[config.mk]
export PLATFORM = sky130hd
export DESIGN_NAME = tga_image_stream_decoder
export DESIGN_NICKNAME = d
export VERILOG_FILES = /design/src/hw/rtl/tgad_pkg.sv /design/src/hw/rtl/tga_image_stream_decoder.sv
export SDC_FILE = /design/constraint.sdc
export NUM_CORES = 1
export LEC_CHECK = 0
export BUFFER_PORTS_ARGS = -buffer_cell sky130_fd_sc_hd__buf_2
export CORE_MARGIN = 5
export CORE_UTILIZATION = 47
export CTS_BUF_LIST = sky130_fd_sc_hd__clkbuf_8
export DETAILED_ROUTE_END_ITERATION = 12
export GPL_TIMING_DRIVEN = 0
export HOLD_SLACK_MARGIN = 0.15
export PLACE_DENSITY = 0.66
export REMOVE_ABC_BUFFERS = 1
export SYNTH_ARGS = -nofsm -noshare
export SYNTH_HDL_FRONTEND = slang
export SYNTH_SLANG_ARGS = --single-unit
export TNS_END_PERCENT = 100
[constraint.sdc]
create_clock -name clk -period 12.55 [get_ports clk]
set_input_delay 1.8825 -clock clk [delete_from_list [all_inputs] [get_ports clk]]
set_output_delay 1.8825 -clock clk [all_outputs]
set_load 0.03 [all_outputs]
[src/hw/rtl/tgad_pkg.sv]
// ----------------------------------------------------------------------------
// tgad_pkg
// Shared types and codes for the TGA image stream decoder.
// ----------------------------------------------------------------------------
package tgad_pkg;

  // default largest image side in pixels
  localparam int unsigned MAX_DIM_DEFAULT = 4096;

  // header layout
  localparam int unsigned HDR_BYTES   = 18;
  localparam logic [4:0]  HB_ID_LEN   = 5'd0;
  localparam logic [4:0]  HB_CMAP     = 5'd1;
  localparam logic [4:0]  HB_TYPE     = 5'd2;
  localparam logic [4:0]  HB_WIDTH_L  = 5'd12;
  localparam logic [4:0]  HB_WIDTH_H  = 5'd13;
  localparam logic [4:0]  HB_HEIGHT_L = 5'd14;
  localparam logic [4:0]  HB_HEIGHT_H = 5'd15;
  localparam logic [4:0]  HB_DEPTH    = 5'd16;
  localparam logic [4:0]  HB_LAST     = 5'(HDR_BYTES - 1);

  // image types and pixel depths
  localparam logic [7:0] TYPE_TRUE = 8'd2;
  localparam logic [7:0] TYPE_GREY = 8'd3;
  localparam logic [7:0] TYPE_RLE  = 8'd10;
  localparam logic [7:0] DEPTH_8   = 8'd8;
  localparam logic [7:0] DEPTH_24  = 8'd24;
  localparam logic [7:0] DEPTH_32  = 8'd32;

  // rle packet head
  localparam logic [7:0] PKT_COUNT_MASK = 8'h7F;
  localparam logic [7:0] ALPHA_OPAQUE   = 8'd255;
  localparam logic [15:0] DIM_SIGN      = 16'h8000;

  typedef enum logic [2:0] {
    PH_HEADER = 3'd0,
    PH_IDSKIP = 3'd1,
    PH_PLAIN  = 3'd2,
    PH_PKHEAD = 3'd3,
    PH_PKDATA = 3'd4,
    PH_DONE   = 3'd5,
    PH_ERROR  = 3'd6
  } phase_t;

  typedef enum logic [1:0] {
    KIND_RUN    = 2'd0,
    KIND_HEADER = 2'd1,
    KIND_ERROR  = 2'd2
  } kind_t;

  typedef enum logic [2:0] {
    ERR_NONE     = 3'd0,
    ERR_TYPE     = 3'd1,
    ERR_CMAP     = 3'd2,
    ERR_DEPTH    = 3'd3,
    ERR_GREY     = 3'd4,
    ERR_SIZE     = 3'd5,
    ERR_TRUNC    = 3'd6
  } err_t;

endpackage

[src/hw/rtl/tga_image_stream_decoder.sv]
// ----------------------------------------------------------------------------
// tga_image_stream_decoder
// Byte-serial TGA parser: header check, ID skip, grey/BGR(A)/RLE decode into
// RGBA pixel runs in file order.
// ----------------------------------------------------------------------------
//
//  channel | direction | handshake          | payload
//  --------+-----------+--------------------+---------------------------------
//  in_     | input     | in_valid/in_stall  | data_byte, last_byte
//  out_    | output    | out_valid/out_stall| kind, error_code, pixel_index,
//          |           |                    | run_length, rgba, image_done,
//          |           |                    | frame_width, frame_height
//
//  one byte per cycle while the output is not stalled; each byte is decoded in the cycle it transfers and its
//  result (zero or one) lands in the output register on the same edge
//  the result path runs through the run-length clip and pixel
//  count add between the state registers and the output register
//  a byte is taken whenever the output register is empty or being drained
//  synchronous active-low reset; no clearing pass, decoder is ready at once
//  the last byte of a file returns all decode state to the header phase
//
module tga_image_stream_decoder #(
  parameter int unsigned MAX_DIM = tgad_pkg::MAX_DIM_DEFAULT
) (
  input  logic        clk,
  input  logic        rst_n,
  // byte stream in
  input  logic        in_valid,
  output logic        in_stall,
  input  logic [7:0]  in_data_byte,
  input  logic        in_last_byte,
  // result stream out
  output logic        out_valid,
  input  logic        out_stall,
  output logic [1:0]  out_kind,
  output logic [2:0]  out_error_code,
  output logic [23:0] out_pixel_index,
  output logic [7:0]  out_run_length,
  output logic [7:0]  out_red,
  output logic [7:0]  out_green,
  output logic [7:0]  out_blue,
  output logic [7:0]  out_alpha,
  output logic        out_image_done,
  output logic [12:0] out_frame_width,
  output logic [12:0] out_frame_height
);
  import tgad_pkg::*;

  // pixel count width, enough for MAX_DIM squared
  localparam int unsigned PIX_W = $clog2(MAX_DIM * MAX_DIM + 1);
  localparam int unsigned CMP_W = (PIX_W > 8) ? PIX_W : 8;

  // decode state
  phase_t            phase_r, phase_nxt;
  logic [4:0]        hcount_r, hcount_nxt;
  logic [7:0]        id_skip_r, id_skip_nxt;
  logic [7:0]        id_len_r, id_len_nxt;
  logic [7:0]        cmap_r, cmap_nxt;
  logic [7:0]        type_r, type_nxt;
  logic [7:0]        depth_r, depth_nxt;
  logic [15:0]       width_r, width_nxt;
  logic [15:0]       height_r, height_nxt;
  logic [PIX_W-1:0]  total_r, total_nxt;
  logic [PIX_W-1:0]  pix_done_r, pix_done_nxt;
  logic [7:0]        pkt_left_r, pkt_left_nxt;
  logic              pkt_run_r, pkt_run_nxt;
  logic [1:0]        byte_pos_r, byte_pos_nxt;
  logic [7:0]        pix_bytes_r [4];
  logic [7:0]        pix_bytes_nxt [4];

  // output register
  logic              out_valid_r;
  logic [1:0]        kind_r, kind_nxt;
  logic [2:0]        err_r, err_nxt;
  logic [23:0]       index_r, index_nxt;
  logic [7:0]        run_r, run_nxt;
  logic [7:0]        red_r, red_nxt;
  logic [7:0]        green_r, green_nxt;
  logic [7:0]        blue_r, blue_nxt;
  logic [7:0]        alpha_r, alpha_nxt;
  logic              done_r, done_nxt;
  logic [12:0]       img_w_r, img_w_nxt;
  logic [12:0]       img_h_r, img_h_nxt;
  logic              emit;

  // helpers
  logic              in_xfer;
  logic [31:0]       area;
  logic [2:0]        bpp;
  logic [2:0]        pos_inc;
  err_t              hdr_err;
  logic [PIX_W-1:0]  pix_left;
  logic [7:0]        run_want;
  logic [7:0]        run_len;
  logic [PIX_W-1:0]  pix_after;
  logic [PIX_W+23:0] index_wide;

  assign in_stall = out_valid_r && out_stall;
  assign in_xfer  = in_valid && !in_stall;

  assign area    = width_r * height_r;
  assign bpp     = (type_r == TYPE_GREY) ? 3'd1 : depth_r[5:3];
  assign pos_inc = {1'b0, byte_pos_r} + 3'd1;

  // header check, first failing test wins
  always_comb begin
    priority if (type_r != TYPE_TRUE && type_r != TYPE_RLE && type_r != TYPE_GREY) begin
      hdr_err = ERR_TYPE;
    end else if (cmap_r != 8'd0) begin
      hdr_err = ERR_CMAP;
    end else if (type_r != TYPE_GREY && depth_r != DEPTH_32 && depth_r != DEPTH_24) begin
      hdr_err = ERR_DEPTH;
    end else if (type_r == TYPE_GREY && depth_r != DEPTH_8) begin
      hdr_err = ERR_GREY;
    end else if (width_r == 16'd0 || width_r >= DIM_SIGN || 17'(width_r) > 17'(MAX_DIM) ||
                 height_r == 16'd0 || height_r >= DIM_SIGN ||
                 17'(height_r) > 17'(MAX_DIM)) begin
      hdr_err = ERR_SIZE;
    end else begin
      hdr_err = ERR_NONE;
    end
  end

  // run clipped to the pixels still missing from the image
  assign pix_left   = total_r - pix_done_r;
  assign run_want   = (phase_r == PH_PKDATA && pkt_run_r) ? pkt_left_r : 8'd1;
  assign run_len    = (CMP_W'(pix_left) < CMP_W'(run_want)) ? 8'(pix_left) : run_want;
  assign pix_after  = pix_done_r + PIX_W'(run_len);
  assign index_wide = {24'd0, pix_done_r};

  always_comb begin
    phase_nxt    = phase_r;
    hcount_nxt   = hcount_r;
    id_skip_nxt  = id_skip_r;
    id_len_nxt   = id_len_r;
    cmap_nxt     = cmap_r;
    type_nxt     = type_r;
    depth_nxt    = depth_r;
    width_nxt    = width_r;
    height_nxt   = height_r;
    total_nxt    = total_r;
    pix_done_nxt = pix_done_r;
    pkt_left_nxt = pkt_left_r;
    pkt_run_nxt  = pkt_run_r;
    byte_pos_nxt = byte_pos_r;
    for (int i = 0; i < 4; i++) begin
      pix_bytes_nxt[i] = pix_bytes_r[i];
    end
    emit      = 1'b0;
    kind_nxt  = KIND_RUN;
    err_nxt   = ERR_NONE;
    index_nxt = 24'd0;
    run_nxt   = 8'd0;
    red_nxt   = 8'd0;
    green_nxt = 8'd0;
    blue_nxt  = 8'd0;
    alpha_nxt = 8'd0;
    done_nxt  = 1'b0;
    img_w_nxt = 13'd0;
    img_h_nxt = 13'd0;

    unique case (phase_r)
      PH_HEADER: begin
        unique case (hcount_r)
          HB_ID_LEN:   id_len_nxt = in_data_byte;
          HB_CMAP:     cmap_nxt = in_data_byte;
          HB_TYPE:     type_nxt = in_data_byte;
          HB_WIDTH_L:  width_nxt = {width_r[15:8], in_data_byte};
          HB_WIDTH_H:  width_nxt = {in_data_byte, width_r[7:0]};
          HB_HEIGHT_L: height_nxt = {height_r[15:8], in_data_byte};
          HB_HEIGHT_H: height_nxt = {in_data_byte, height_r[7:0]};
          HB_DEPTH:    depth_nxt = in_data_byte;
          default:     ;
        endcase
        hcount_nxt = hcount_r + 5'd1;
        if (hcount_r == HB_LAST) begin
          emit = 1'b1;
          if (hdr_err != ERR_NONE) begin
            phase_nxt = PH_ERROR;
            kind_nxt  = KIND_ERROR;
            err_nxt   = hdr_err;
          end else begin
            kind_nxt     = KIND_HEADER;
            img_w_nxt    = width_r[12:0];
            img_h_nxt    = height_r[12:0];
            total_nxt    = PIX_W'(area);
            id_skip_nxt  = id_len_r;
            byte_pos_nxt = 2'd0;
            if (id_len_r != 8'd0) begin
              phase_nxt = PH_IDSKIP;
            end else begin
              phase_nxt = (type_r == TYPE_RLE) ? PH_PKHEAD : PH_PLAIN;
            end
          end
        end
      end
      PH_IDSKIP: begin
        id_skip_nxt = id_skip_r - 8'd1;
        if (id_skip_r == 8'd1) begin
          byte_pos_nxt = 2'd0;
          phase_nxt    = (type_r == TYPE_RLE) ? PH_PKHEAD : PH_PLAIN;
        end
      end
      PH_PKHEAD: begin
        pkt_run_nxt  = in_data_byte[7];
        pkt_left_nxt = (in_data_byte & PKT_COUNT_MASK) + 8'd1;
        byte_pos_nxt = 2'd0;
        phase_nxt    = PH_PKDATA;
      end
      PH_PLAIN, PH_PKDATA: begin
        pix_bytes_nxt[byte_pos_r] = in_data_byte;
        byte_pos_nxt = pos_inc[1:0];
        if (pos_inc >= bpp) begin
          // pixel complete
          byte_pos_nxt = 2'd0;
          emit         = 1'b1;
          kind_nxt     = KIND_RUN;
          index_nxt    = index_wide[23:0];
          run_nxt      = run_len;
          pix_done_nxt = pix_after;
          if (bpp == 3'd1) begin
            red_nxt   = pix_bytes_nxt[0];
            green_nxt = pix_bytes_nxt[0];
            blue_nxt  = pix_bytes_nxt[0];
            alpha_nxt = ALPHA_OPAQUE;
          end else begin
            red_nxt   = pix_bytes_nxt[2];
            green_nxt = pix_bytes_nxt[1];
            blue_nxt  = pix_bytes_nxt[0];
            alpha_nxt = (bpp == 3'd4) ? pix_bytes_nxt[3] : ALPHA_OPAQUE;
          end
          if (pix_after >= total_r) begin
            phase_nxt = PH_DONE;
            done_nxt  = 1'b1;
          end else if (phase_r == PH_PKDATA) begin
            if (pkt_run_r) begin
              phase_nxt = PH_PKHEAD;
            end else begin
              pkt_left_nxt = pkt_left_r - 8'd1;
              if (pkt_left_r == 8'd1) phase_nxt = PH_PKHEAD;
            end
          end
        end
      end
      default: ;
    endcase

    // end of file: truncation check, then back to the header phase
    if (in_last_byte) begin
      if (phase_nxt != PH_DONE && phase_nxt != PH_ERROR) begin
        emit      = 1'b1;
        kind_nxt  = KIND_ERROR;
        err_nxt   = ERR_TRUNC;
        index_nxt = 24'd0;
        run_nxt   = 8'd0;
        red_nxt   = 8'd0;
        green_nxt = 8'd0;
        blue_nxt  = 8'd0;
        alpha_nxt = 8'd0;
        done_nxt  = 1'b0;
        img_w_nxt = 13'd0;
        img_h_nxt = 13'd0;
      end
      phase_nxt    = PH_HEADER;
      hcount_nxt   = 5'd0;
      id_skip_nxt  = 8'd0;
      id_len_nxt   = 8'd0;
      cmap_nxt     = 8'd0;
      type_nxt     = 8'd0;
      depth_nxt    = 8'd0;
      width_nxt    = 16'd0;
      height_nxt   = 16'd0;
      pix_done_nxt = '0;
      total_nxt    = '0;
      pkt_left_nxt = 8'd0;
      pkt_run_nxt  = 1'b0;
      byte_pos_nxt = 2'd0;
    end
  end

  // control state
  always_ff @(posedge clk) begin
    if (!rst_n) begin
      phase_r     <= PH_HEADER;
      hcount_r    <= 5'd0;
      id_skip_r   <= 8'd0;
      id_len_r    <= 8'd0;
      cmap_r      <= 8'd0;
      type_r      <= 8'd0;
      depth_r     <= 8'd0;
      width_r     <= 16'd0;
      height_r    <= 16'd0;
      total_r     <= '0;
      pix_done_r  <= '0;
      pkt_left_r  <= 8'd0;
      pkt_run_r   <= 1'b0;
      byte_pos_r  <= 2'd0;
      out_valid_r <= 1'b0;
    end else begin
      if (in_xfer) begin
        phase_r    <= phase_nxt;
        hcount_r   <= hcount_nxt;
        id_skip_r  <= id_skip_nxt;
        id_len_r   <= id_len_nxt;
        cmap_r     <= cmap_nxt;
        type_r     <= type_nxt;
        depth_r    <= depth_nxt;
        width_r    <= width_nxt;
        height_r   <= height_nxt;
        total_r    <= total_nxt;
        pix_done_r <= pix_done_nxt;
        pkt_left_r <= pkt_left_nxt;
        pkt_run_r  <= pkt_run_nxt;
        byte_pos_r <= byte_pos_nxt;
      end
      if (in_xfer && emit) begin
        out_valid_r <= 1'b1;
      end else if (!out_stall) begin
        out_valid_r <= 1'b0;
      end
    end
  end

  // pixel assembly bytes and result payload
  always_ff @(posedge clk) begin
    if (in_xfer) begin
      for (int i = 0; i < 4; i++) begin
        pix_bytes_r[i] <= pix_bytes_nxt[i];
      end
    end
    if (in_xfer && emit) begin
      kind_r  <= kind_nxt;
      err_r   <= err_nxt;
      index_r <= index_nxt;
      run_r   <= run_nxt;
      red_r   <= red_nxt;
      green_r <= green_nxt;
      blue_r  <= blue_nxt;
      alpha_r <= alpha_nxt;
      done_r  <= done_nxt;
      img_w_r <= img_w_nxt;
      img_h_r <= img_h_nxt;
    end
  end

  assign out_valid        = out_valid_r;
  assign out_kind         = kind_r;
  assign out_error_code   = err_r;
  assign out_pixel_index  = index_r;
  assign out_run_length   = run_r;
  assign out_red          = red_r;
  assign out_green        = green_r;
  assign out_blue         = blue_r;
  assign out_alpha        = alpha_r;
  assign out_image_done   = done_r;
  assign out_frame_width  = img_w_r;
  assign out_frame_height = img_h_r;

`ifndef NO_ASSERTIONS
  // finished image means every pixel was counted
  a_done_count: assert property (@(posedge clk) disable iff (!rst_n)
    phase_r == PH_DONE |-> pix_done_r == total_r)
    else $error("done phase with pixel count short of image area");

  // pixel count never passes the image area
  a_count_bound: assert property (@(posedge clk) disable iff (!rst_n)
    pix_done_r <= total_r)
    else $error("pixel count beyond image area");

  // last byte returns the parser to the header phase
  a_last_resets: assert property (@(posedge clk) disable iff (!rst_n)
    in_xfer && in_last_byte |=> phase_r == PH_HEADER && hcount_r == 5'd0)
    else $error("decoder not reset after last byte");

  // a pixel run result always carries at least one pixel
  a_run_nonzero: assert property (@(posedge clk) disable iff (!rst_n)
    out_valid_r && kind_r == KIND_RUN |-> run_r != 8'd0)
    else $error("empty pixel run");
`endif

endmodule
Word level (Yosys, flattened, before mapping) --
Memories as Yosys holds them, arrays and structs flattened. Index checks and enable logic that the tools add are counted.
Storage, ports and cells: bits in registers 238, memory bits (writable) 32, input bits 13, output and inout port bits 98, word-level logic and storage cells 273, memories kept 1
Operators by class: $add $sub $neg 7, multiply operators 1, order comparisons 9, eq/ne operators 39, muxes and demuxes 131, bitwise logic cells 1, reduce and logical (&&, ||, !) cells 56
Memories:
- pix_bytes_r | words 4, width 8, read ports 4, clocked after memory_dff 0, wr ports 4, RTL line tga_image_stream_decoder.sv:68 | logic [7:0] pix_bytes_r [4];
Operators by type and width (number):
- $mux W8 | 47
- $mux W25 | 7
- $mux W13 | 10
- $mux W24 | 4
- $mux W16 | 4
- $pmux W16 S2 | 2
- $mux W3 | 20
- $bwmux W32 | 1
- $ge A16 B16 Y1 const B | 2
- $gt A16 B13 Y1 const B | 2
- $logic_not A16 Y1 | 2
- $mux W32 | 1
- $pmux W8 S2 | 2
- $ne A3 B3 Y1 const B | 9
- $reduce_bool A2 Y1 | 13
- $add A25 B8 Y25 | 1
- $ge A25 B25 Y1 | 1
- $lt A25 B8 Y1 | 1
- $mul A16 B16 Y25 | 1
- $sub A25 B25 Y25 | 1
- $reduce_and A4 Y1 | 6
- $mux W2 | 11
- $eq A5 B4 Y1 const B | 4
- $demux W8 S2 | 1
- 41 further kinds | 91

Longest topological paths before layout --
Gate-level depths: netlist of the first run.
depth in word-level cells 21, depth in mapped cells 41

Worst setup path after synthesis of the first run --
OpenSTA, ideal clock, no wires.
kind reg-to-reg, start point reg pix_done_r[1], end point reg alpha_r[0], in the netlist out_alpha[0] (enable), library setup time 0.608 ns, data arrival time 12.685 ns, slack -0.743 ns, stages on the path, launching flop included 37, path buffers 2, path through dfxtp_1 -> inv_1 -> ha_1 -> nor2b_1 -> o31a_1 -> o21ai_0 -> xnor2_1 -> ha_1 -> nand3_1 -> nor2_1 -> o311a_1 -> or4_1 -> a2111o_1 -> or4_4 -> nor4_4 -> buf_4 -> nand3_1 -> and2_1 -> ha_1 -> fa_1 -> a21o_1 -> a21oi_1 -> o21bai_1 -> a21oi_1 -> o21ai_0 -> a21o_1 -> clkbuf_1 -> xnor2_1 -> ha_1 -> a2111oi_0 -> o21ai_0 -> o211ai_1 -> a31oi_1 -> o21ai_0 -> nand2_1 -> a21o_1 -> a31oi_1
On the way: longest elaborated chain between the ends 13, elaborated cells between the ends (all ways) 14, classes of those cells 2 x add/sub; 2 x order compare; 2 x eq/ne; 6 x mux; 2 x reduce/logical
RTL lines:
- start, declared | RTL line tga_image_stream_decoder.sv:64 | logic [PIX_W-1:0] pix_done_r, pix_done_nxt;
- start signal, assigned | RTL line tga_image_stream_decoder.sv:311 | pix_done_r <= pix_done_nxt;
- $sub A25 B25 Y25 | RTL line tga_image_stream_decoder.sv:125 | assign pix_left = total_r - pix_done_r;
- $lt A25 B8 Y1 | RTL line tga_image_stream_decoder.sv:127 | assign run_len = (CMP_W'(pix_left) < CMP_W'(run_want)) ? 8'(pix_left) : run_want;
- $mux W8 | RTL line tga_image_stream_decoder.sv:127
- $add A25 B8 Y25 * | RTL line tga_image_stream_decoder.sv:128 | assign pix_after = pix_done_r + PIX_W'(run_len);
- $ge A25 B25 Y1 * | RTL line tga_image_stream_decoder.sv:232 | if (pix_after >= total_r) begin
- $mux W3 * | RTL line tga_image_stream_decoder.sv:232
- $mux W3 * | RTL line tga_image_stream_decoder.sv:213 | if (pos_inc >= bpp) begin
- $pmux W3 S4 * | RTL line tga_image_stream_decoder.sv:162 | unique case (phase_r)
- $ne A3 B3 Y1 | RTL line tga_image_stream_decoder.sv:250 | if (phase_nxt != PH_DONE && phase_nxt != PH_ERROR) begin
- $logic_and A1 B1 Y1 * | RTL line tga_image_stream_decoder.sv:250
- $mux W1 * | RTL line tga_image_stream_decoder.sv:250
- $mux W1 * | RTL line tga_image_stream_decoder.sv:249 | if (in_last_byte) begin
- $logic_and A1 B1 Y1 * | RTL line tga_image_stream_decoder.sv:331 | if (in_xfer && emit) begin
- end signal, assigned | RTL line tga_image_stream_decoder.sv:339 | alpha_r <= alpha_nxt;
- end, declared | RTL line tga_image_stream_decoder.sv:80 | logic [7:0] alpha_r, alpha_nxt;
Mark *: on every way between the ends. The rest lies on a longest branch, timed or not. A chain may end at the register's enable or synchronous reset.

Final worst setup path of the first run --
start point reg total_r[0], end point reg img_h_r[12], in the netlist out_frame_height[12] (enable)
On the way: longest elaborated chain between the ends 13, elaborated cells between the ends (all ways) 14, classes of those cells 2 x add/sub; 2 x order compare; 2 x eq/ne; 6 x mux; 2 x reduce/logical
RTL lines:
- start, declared | RTL line tga_image_stream_decoder.sv:63 | logic [PIX_W-1:0] total_r, total_nxt;
- start signal, assigned | RTL line tga_image_stream_decoder.sv:310 | total_r <= total_nxt;
- $sub A25 B25 Y25 | RTL line tga_image_stream_decoder.sv:125
- $lt A25 B8 Y1 | RTL line tga_image_stream_decoder.sv:127
- $mux W8 | RTL line tga_image_stream_decoder.sv:127
- $add A25 B8 Y25 | RTL line tga_image_stream_decoder.sv:128
- $ge A25 B25 Y1 * | RTL line tga_image_stream_decoder.sv:232
- $mux W3 * | RTL line tga_image_stream_decoder.sv:232
- $mux W3 * | RTL line tga_image_stream_decoder.sv:213
- $pmux W3 S4 * | RTL line tga_image_stream_decoder.sv:162
- $ne A3 B3 Y1 | RTL line tga_image_stream_decoder.sv:250
- $logic_and A1 B1 Y1 * | RTL line tga_image_stream_decoder.sv:250
- $mux W1 * | RTL line tga_image_stream_decoder.sv:250
- $mux W1 * | RTL line tga_image_stream_decoder.sv:249
- $logic_and A1 B1 Y1 * | RTL line tga_image_stream_decoder.sv:331
- end signal, assigned | RTL line tga_image_stream_decoder.sv:342 | img_h_r <= img_h_nxt;
- end, declared | RTL line tga_image_stream_decoder.sv:83 | logic [12:0] img_h_r, img_h_nxt;
Marks and branches as above.

==> impl_metrics.xml, run 1 <==
<?xml version="1.0" encoding="UTF-8"?>
<metrics>
  <group name="floorplanning">
    <metric name="fp.coreArea" unit="um2">46300</metric>
    <metric name="dieArea" unit="um2">50900</metric>
    <metric name="floorplan.initialDensity" unit="%">47.3</metric>
    <metric name="row_count" unit="">79</metric>
    <metric name="floorplan.io_pins" unit="">111</metric>
    <metric name="chipWidth" unit="um">226</metric>
    <metric name="die_h" unit="um">226</metric>
  </group>
  <group name="timing">
    <metric name="max_freq" unit="GHz">0.0843</metric>
    <metric name="holdWs" unit="ps">463</metric>
    <metric name="hold_viol" unit="">0</metric>
    <metric name="rsz0062_at_grt" unit="">no</metric>
    <metric name="report.final.slew_viol_count" unit="">0</metric>
    <metric name="max_slew_margin" unit="%">3.70</metric>
    <metric name="min_period_over_period" unit="%">94.6</metric>
    <metric name="worst_pin_slew" unit="ps">1410</metric>
    <metric name="final.setup_skew" unit="ps">50.9</metric>
    <metric name="timing.final.crit_period" unit="ps">11870</metric>
    <metric name="timing.final.ws_setup" unit="ps">682</metric>
    <metric name="setup-violations-final" unit="">0</metric>
    <metric name="totalNegativeSetupSlack" unit="ps">0</metric>
  </group>
  <group name="grt">
    <metric name="grt_pass1_vias" unit="">17781</metric>
    <metric name="grt_pass1_wl" unit="mm">93.1</metric>
    <metric name="layer_with_the_highest_usage" unit="">met2</metric>
    <metric name="initial_antenna_violation_count" unit="">0</metric>
    <metric name="globalRouteMet2Util" unit="%">37.8</metric>
    <metric name="grt_max_degree" unit="">97</metric>
    <metric name="groute.layer.met3.usage" unit="%">3.42</metric>
    <metric name="groute.layer.met1.usage" unit="%">30.5</metric>
    <metric name="overflow" unit="">0</metric>
    <metric name="global_route.usage.total" unit="%">22.5</metric>
  </group>
  <group name="placement">
    <metric name="detailedPlacementHpwl" unit="mm">41.5</metric>
    <metric name="place_congestion" unit="">0.911</metric>
    <metric name="place_ws" unit="ps">826</metric>
    <metric name="io_buffer_count" unit="">110</metric>
    <metric name="placement.cell_area" unit="um2">22800</metric>
  </group>
  <group name="finish">
    <metric name="layout.filler_cells" unit="">4327</metric>
    <metric name="commonest_non_fill_non_tap_cells_in_the_layout" unit="">sky130_fd_sc_hd__inv_1 (301), sky130_fd_sc_hd__nand2_1 (273), sky130_fd_sc_hd__nor2_1 (212)</metric>
    <metric name="mostFrequentLayoutCell" unit="">sky130_fd_sc_hd__inv_1</metric>
    <metric name="nNetsFinal" unit="">2792</metric>
    <metric name="post_route_cells_drive_above_1_share" unit="%">10.3</metric>
    <metric name="area.growth.synth_to_final" unit="%">8.83</metric>
    <metric name="fin_area" unit="um2">23800</metric>
  </group>
  <group name="worst_setup_path">
    <metric name="critical-path-slowest-cell" unit="">sky130_fd_sc_hd__a2111oi_1</metric>
    <metric name="worst_ep_arrival_time" unit="ps">12160</metric>
    <metric name="timing.critical_path.from_type" unit="">flip-flop</metric>
    <metric name="cp.required" unit="ps">12850</metric>
    <metric name="endpoint_kind" unit="">flip-flop</metric>
    <metric name="critPathKind" unit="">flip-flop to flip-flop</metric>
    <metric name="max_stage_delay" unit="ps">590</metric>
    <metric name="critical_path.most_common_cell" unit="">sky130_fd_sc_hd__ha_1</metric>
    <metric name="critical_path_peak_fanout" unit="">28</metric>
  </group>
  <group name="route">
    <metric name="initialDrtViolationCount" unit="">1388</metric>
    <metric name="vias_per_cell" unit="">5.72</metric>
    <metric name="dr_total_vias" unit="">17705</metric>
    <metric name="drc_errors" unit="">0</metric>
    <metric name="routedWlPerCell" unit="um">18.6</metric>
    <metric name="postRouteWirelength" unit="mm">57.6</metric>
    <metric name="detail_route.first_pass.iterations" unit="">6</metric>
    <metric name="ant_nets" unit="">0</metric>
  </group>
  <group name="power">
    <metric name="finalPower" unit="W">0.00196</metric>
    <metric name="peakVddDrop" unit="mV">0.0991</metric>
    <metric name="power_leakage" unit="nW">9.85</metric>
    <metric name="pwr_density_cell" unit="nW/um2">82.2</metric>
  </group>
  <group name="clock_tree">
    <metric name="insertion_delay" unit="ps">640</metric>
    <metric name="cts-resized-gates" unit="">0</metric>
    <metric name="clk_path_buf_depth" unit="">3</metric>
    <metric name="cts_buffers" unit="">46</metric>
    <metric name="cts_setup_buffers" unit="">0</metric>
    <metric name="cts_tree" unit="">yes</metric>
    <metric name="clk_root_buffer_cell" unit="">sky130_fd_sc_hd__clkbuf_8</metric>
    <metric name="htree_num_levels" unit="">2</metric>
    <metric name="tritoncts_num_sinks" unit="">270</metric>
    <metric name="clk_pin_slew_worst_paths" unit="ps">60</metric>
    <metric name="holdBufCountCts" unit="">0</metric>
  </group>
  <group name="logic_synthesis">
    <metric name="largest_cells_by_area_after_synthesis" unit="">sky130_fd_sc_hd__edfxtp_1 (18%), sky130_fd_sc_hd__fa_1 (16%), sky130_fd_sc_hd__dfxtp_1 (13%)</metric>
    <metric name="synth_edf_count" unit="">128</metric>
    <metric name="synth.ff_latch_count" unit="">270</metric>
    <metric name="synth_sequential_area_ratio" unit="%">30.6</metric>
    <metric name="synth.avg_cell_area" unit="um2">9.03</metric>
    <metric name="netlist_area" unit="um2">21900</metric>
    <metric name="post_synth_top_area_cell" unit="">sky130_fd_sc_hd__edfxtp_1</metric>
    <metric name="yosys.cell_types.count" unit="">74</metric>
    <metric name="synthArstFlopShare" unit="%">0</metric>
    <metric name="post_synth_top_area_share" unit="%">17.6</metric>
    <metric name="synth_warnings" unit="">0</metric>
    <metric name="syn-instance-count" unit="">2421</metric>
    <metric name="postSynth.topFlopCell" unit="">sky130_fd_sc_hd__dfxtp_1</metric>
  </group>
  <group name="hold_path">
    <metric name="worst_hold_path_type" unit="">flip-flop to flip-flop</metric>
  </group>
  <group name="outcome">
    <metric name="status" unit="">finished clean</metric>
  </group>
  <group name="run">
    <metric name="max_cap_violations" unit="">0</metric>
  </group>
</metrics>
==> state kept, by name, indices dropped and copies added (netlist names), 13 cells and up <==
signal and count:
pix_done_r 25, out_pixel_index 24, out_frame_width 13, total_r 25, out_frame_height 13, pix_bytes_r 32, width_r 16, height_r 16
==> worst paths after layout <==
kind                                startpoint              endpoint  slack (ps)  cells after the start
worst max-delay path                total_r[0]  out_frame_height[12]         680                     41
worst min-delay path            pix_done_r[14]        pix_done_r[14]         460                      1
worst max register to register      total_r[0]  out_frame_height[12]         680                     41
worst min register to register  pix_done_r[14]        pix_done_r[14]         460                      1
==> Yosys cell counts, drive strengths merged (8+ instances only) <==
cell type / count
or3: 12
a31oi: 49
o41a: 8
nor4: 21
clkbuf: 124
xor2: 23
fa: 177
xnor2: 53
inv: 284
o211ai: 13
nand3: 52
or4: 8
mux2: 36
nor2: 214
o21ba: 16
a21oi: 117
a211oi: 13
o21ai: 64
and2: 127
ha: 153
o21a: 13
dfxtp: 142
and3: 19
nand2b: 15
nand2: 273
edfxtp: 128
mux2i: 10
nand4: 14
nor3: 43
a21o: 25
nor2b: 18
buf: 11
o31ai: 12
a22oi: 26
==> critical path: cells and delay by family (launching register included) <==
family / cells / cell delay, ps
buffers and inverters: 4 / 770
xor gates and xnor gates: 2 / 350
DFF: 1 / 420
and+or+nand+nor: 12 / 3110
adders and majority gates: 6 / 1860
AOI/OAI and AO/OA: 17 / 4940
==> routing by layer <==
layer	wire length, um	vias to the layer above	part of all wire, %
met5	0	-	0
met4	1480	0	2.6
met3	3570	115	6.2
met2	27400	572	48
met1	25100	8761	44
li1	-	8257	-
==> report_power, final <==
| group | internal [W] | switching (W) | total [W] |
|---|---|---|---|
| Combinational | 0.0000437 | 0.000108 | 0.000152 |
| Clock | 0.000467 | 0.000387 | 0.000854 |
| Sequential | 0.000934 | 0.0000151 | 0.000949 |
==> final cells by class <==
cell class                 count  area (um2)  share of cell area [%]
tap                          607         759                    3.19
sequential                   270        6690                    28.1
multi-input combinational   1732       13600                    57.3
clock buffer                  52         716                    3.01
antenna                        1        2.50                  0.0105
timing repair buffer         115         666                    2.80
inverter                     284        1070                    4.49
clock inverter                33         265                    1.11
==> metrics by stage <==
step,instances,util (%)
after floorplan,2286,-
after global placement,3003,49.0
after detailed placement,3008,49.3
after CTS,3093,51.4
after global routing,3093,51.4
final,3094,51.4
==> cells by family (layout without fill, tap and decap cells) <==
logic type                 after synthesis  count (layout)  share of synthesized area, %
AOI/OAI and AO/OA                      430             430                          13.2
xor gates and xnor gates                76              76                          3.04
and+or+nand+nor                        850             850                          18.7
adders and majority gates              330             330                          25.0
muxes                                   46              46                          2.31
other                                    0               1                             0
DFF                                    270             270                          30.6
buffers and inverters                  419             484                          7.25
No activity file was read; power rests on OpenSTA's default activity.
==> inputs of run 2 (changes only) <==
--- a/config.mk
+++ b/config.mk
@@ -10,10 +10,10 @@
 export CORE_UTILIZATION = 47
 export CTS_BUF_LIST = sky130_fd_sc_hd__clkbuf_8
 export DETAILED_ROUTE_END_ITERATION = 12
-export GPL_TIMING_DRIVEN = 0
 export HOLD_SLACK_MARGIN = 0.15
 export PLACE_DENSITY = 0.66
 export REMOVE_ABC_BUFFERS = 1
+export SLEW_MARGIN = 10
 export SYNTH_ARGS = -nofsm -noshare
 export SYNTH_HDL_FRONTEND = slang
 export SYNTH_SLANG_ARGS = --single-unit
==> impl_metrics.xml, run 2 (same netlist as run 1, synthesis figures left out) <==
<?xml version="1.0" encoding="UTF-8"?>
<metrics>
  <group name="hold_path">
    <metric name="hold_path.startpoint" unit="">pix_done_r[14]</metric>
    <metric name="hold_critical_path_endpoint" unit="">pix_done_r[14]</metric>
    <metric name="worst_hold_path_type" unit="">flip-flop to flip-flop</metric>
    <metric name="holdPathStages" unit="">1</metric>
  </group>
  <group name="grt">
    <metric name="grt_pass1_vias" unit="">18345</metric>
    <metric name="overflow" unit="">0</metric>
    <metric name="grt_pass1_wl" unit="mm">97.5</metric>
    <metric name="global_route.usage.total" unit="%">23.7</metric>
    <metric name="initial_antenna_violation_count" unit="">0</metric>
    <metric name="grt_max_degree" unit="">88</metric>
  </group>
  <group name="power">
    <metric name="power_switching_share" unit="%">26.7</metric>
    <metric name="power.share.combinational" unit="%">8.2</metric>
    <metric name="power_leakage" unit="nW">9.93</metric>
    <metric name="internal-power" unit="W">0.00141</metric>
    <metric name="pwr_density_cell" unit="nW/um2">80.7</metric>
    <metric name="pwr-share-clk" unit="%">42.7</metric>
    <metric name="netSwitchingPower" unit="W">0.000514</metric>
    <metric name="flop_pwr_share" unit="%">49.1</metric>
    <metric name="peakVddDrop" unit="mV">0.0804</metric>
    <metric name="finalPower" unit="W">0.00193</metric>
  </group>
  <group name="worst_setup_path">
    <metric name="max_stage_delay" unit="ps">780</metric>
    <metric name="reg2regPathDepth" unit="">39</metric>
    <metric name="critical_path.most_common_cell" unit="">sky130_fd_sc_hd__ha_1</metric>
    <metric name="critical_path_peak_fanout" unit="">33</metric>
    <metric name="critical-path-slowest-cell" unit="">sky130_fd_sc_hd__a31oi_4</metric>
    <metric name="worst_ep_arrival_time" unit="ps">11140</metric>
    <metric name="worstReg2RegEnd" unit="">out_frame_width[12]</metric>
    <metric name="critPathKind" unit="">flip-flop to flip-flop</metric>
    <metric name="crit-reg2reg-launch" unit="">total_r[0]</metric>
    <metric name="cp.required" unit="ps">12840</metric>
    <metric name="ff2ff_setup_slack" unit="ps">1700</metric>
    <metric name="timing.critical_path.from_type" unit="">flip-flop</metric>
    <metric name="endpoint_kind" unit="">flip-flop</metric>
  </group>
  <group name="clock_tree">
    <metric name="clk_pin_slew_worst_paths" unit="ps">60</metric>
    <metric name="htree_num_levels" unit="">2</metric>
    <metric name="cts_buffers" unit="">47</metric>
    <metric name="holdBufCountCts" unit="">0</metric>
    <metric name="cts-resized-gates" unit="">0</metric>
    <metric name="cts_setup_buffers" unit="">0</metric>
    <metric name="tritoncts_num_sinks" unit="">270</metric>
    <metric name="clk_root_buffer_cell" unit="">sky130_fd_sc_hd__clkbuf_8</metric>
    <metric name="cts_tree" unit="">yes</metric>
    <metric name="clk_path_buf_depth" unit="">3</metric>
    <metric name="insertion_delay" unit="ps">640</metric>
  </group>
  <group name="floorplanning">
    <metric name="chipWidth" unit="um">226</metric>
    <metric name="row_count" unit="">79</metric>
    <metric name="floorplan.initialDensity" unit="%">47.3</metric>
    <metric name="die_h" unit="um">226</metric>
    <metric name="dieArea" unit="um2">50900</metric>
    <metric name="fp.coreArea" unit="um2">46300</metric>
    <metric name="floorplan.io_pins" unit="">111</metric>
  </group>
  <group name="finish">
    <metric name="biggest_registers_after_layout" unit="">pix_bytes_r (32), pix_done_r (25), total_r (25)</metric>
    <metric name="antenna_cells" unit="">0</metric>
    <metric name="largest_reg_flops" unit="">32</metric>
    <metric name="postLayoutCoreUtil" unit="%">51.6</metric>
    <metric name="regMostFlops" unit="">pix_bytes_r</metric>
    <metric name="nNetsFinal" unit="">2817</metric>
    <metric name="layout.filler_cells" unit="">4331</metric>
    <metric name="multi_input_comb_area" unit="um2">13600</metric>
    <metric name="post_layout_nonfiller_instances" unit="">3118</metric>
    <metric name="mostFrequentLayoutCell" unit="">sky130_fd_sc_hd__inv_1</metric>
    <metric name="post_route_cells_drive_above_1_share" unit="%">11.0</metric>
    <metric name="commonest_non_fill_non_tap_cells_in_the_layout" unit="">sky130_fd_sc_hd__inv_1 (299), sky130_fd_sc_hd__nand2_1 (272), sky130_fd_sc_hd__nor2_1 (213)</metric>
    <metric name="area.growth.synth_to_final" unit="%">9.20</metric>
    <metric name="seqCellArea" unit="um2">6690</metric>
  </group>
  <group name="run">
    <metric name="max_cap_violations" unit="">0</metric>
  </group>
  <group name="route">
    <metric name="ant_nets" unit="">0</metric>
    <metric name="postRouteWirelength" unit="mm">60.0</metric>
    <metric name="initialDrtViolationCount" unit="">1321</metric>
    <metric name="detail_route.first_pass.iterations" unit="">6</metric>
    <metric name="drc_errors" unit="">0</metric>
    <metric name="vias_per_cell" unit="">5.72</metric>
    <metric name="dr_total_vias" unit="">17820</metric>
    <metric name="routedWlPerCell" unit="um">19.3</metric>
  </group>
  <group name="outcome">
    <metric name="status" unit="">finished clean</metric>
  </group>
  <group name="timing">
    <metric name="setup-violations-final" unit="">0</metric>
    <metric name="max_slew_margin" unit="%">25.7</metric>
    <metric name="hold_viol" unit="">0</metric>
    <metric name="min_period_over_period" unit="%">86.5</metric>
    <metric name="max_freq" unit="GHz">0.0922</metric>
    <metric name="holdWs" unit="ps">472</metric>
    <metric name="timing.final.ws_setup" unit="ps">1700</metric>
    <metric name="report.final.slew_viol_count" unit="">0</metric>
    <metric name="final.setup_skew" unit="ps">48.8</metric>
    <metric name="rsz0062_at_grt" unit="">no</metric>
    <metric name="worst_pin_slew" unit="ps">1110</metric>
    <metric name="timing.final.crit_period" unit="ps">10850</metric>
  </group>
  <group name="placement">
    <metric name="detailedPlacementHpwl" unit="mm">44.0</metric>
    <metric name="place_ws" unit="ps">1840</metric>
    <metric name="numPlacedInstances" unit="">3032</metric>
    <metric name="io_buffer_count" unit="">110</metric>
    <metric name="place_congestion" unit="">0.960</metric>
  </group>
</metrics>
==> run 2: per-layer routing <==
layer	GRT usage (%)	part of all wire [%]	vias to the layer above
li1	-	-	8297
met1	31.7	43	8790
met2	40.0	48	597
met3	3.61	6.3	136
met4	7.11	3.2	0
met5	0	0	-
==> run 2: layout make-up <==
type | count | share of cell area, %
tap | 607 | 3.18
timing repair buffer | 139 | 3.32
inverter | 284 | 4.47
clock inverter | 33 | 0.938
clock buffer | 53 | 3.05
multi-input combinational | 1732 | 57.0
sequential | 270 | 28.0
==> run 2: per-stage QoR <==
stage	TNS [ps]	cell area [um2]
5_1_grt	0	23900
6_report	0	23900
3_5_place_dp	0	22900
3_3_place_gp	0	22900
2_1_floorplan	-76360	21300
4_1_cts	0	23900
==> run 2: power groups by stage <==
stage	logic (W)	registers [W]	clock network (W)
3_3_place_gp	0.000155	0.000965	0
5_1_grt	0.000170	0.000947	0.000888
6_report	0.000158	0.000946	0.000823
3_5_place_dp	0.000156	0.000965	0
4_1_cts	0.000157	0.000946	0.000846
2_1_floorplan	0.0000761	0.000987	0
==> run 2: worst max path at each step <==
stage | from | to | slack, ps | cells past startpoint
2_1_floorplan | phase_r[2] | out_alpha[0] | -800 | 31
3_3_place_gp | total_r[0] | out_error_code[0] | 2050 | 39
3_5_place_dp | pix_done_r[1] | out_error_code[2] | 1840 | 37
4_1_cts | total_r[0] | out_frame_height[10] | 1720 | 39
5_1_grt | pix_done_r[1] | out_frame_width[11] | 920 | 37
6_report | total_r[0] | out_frame_width[12] | 1700 | 39
==> run 2: critical path: cells and delay by family, from the launching register on <==
| family | cells | cell delay, ps |
|---|---|---|
| AOI/OAI and AO/OA | 17 | 4650 |
| xor gates and xnor gates | 2 | 330 |
| adders and majority gates | 6 | 1900 |
| buffers and inverters | 2 | 360 |
| DFF | 1 | 360 |
| and+or+nand+nor | 12 | 2890 |
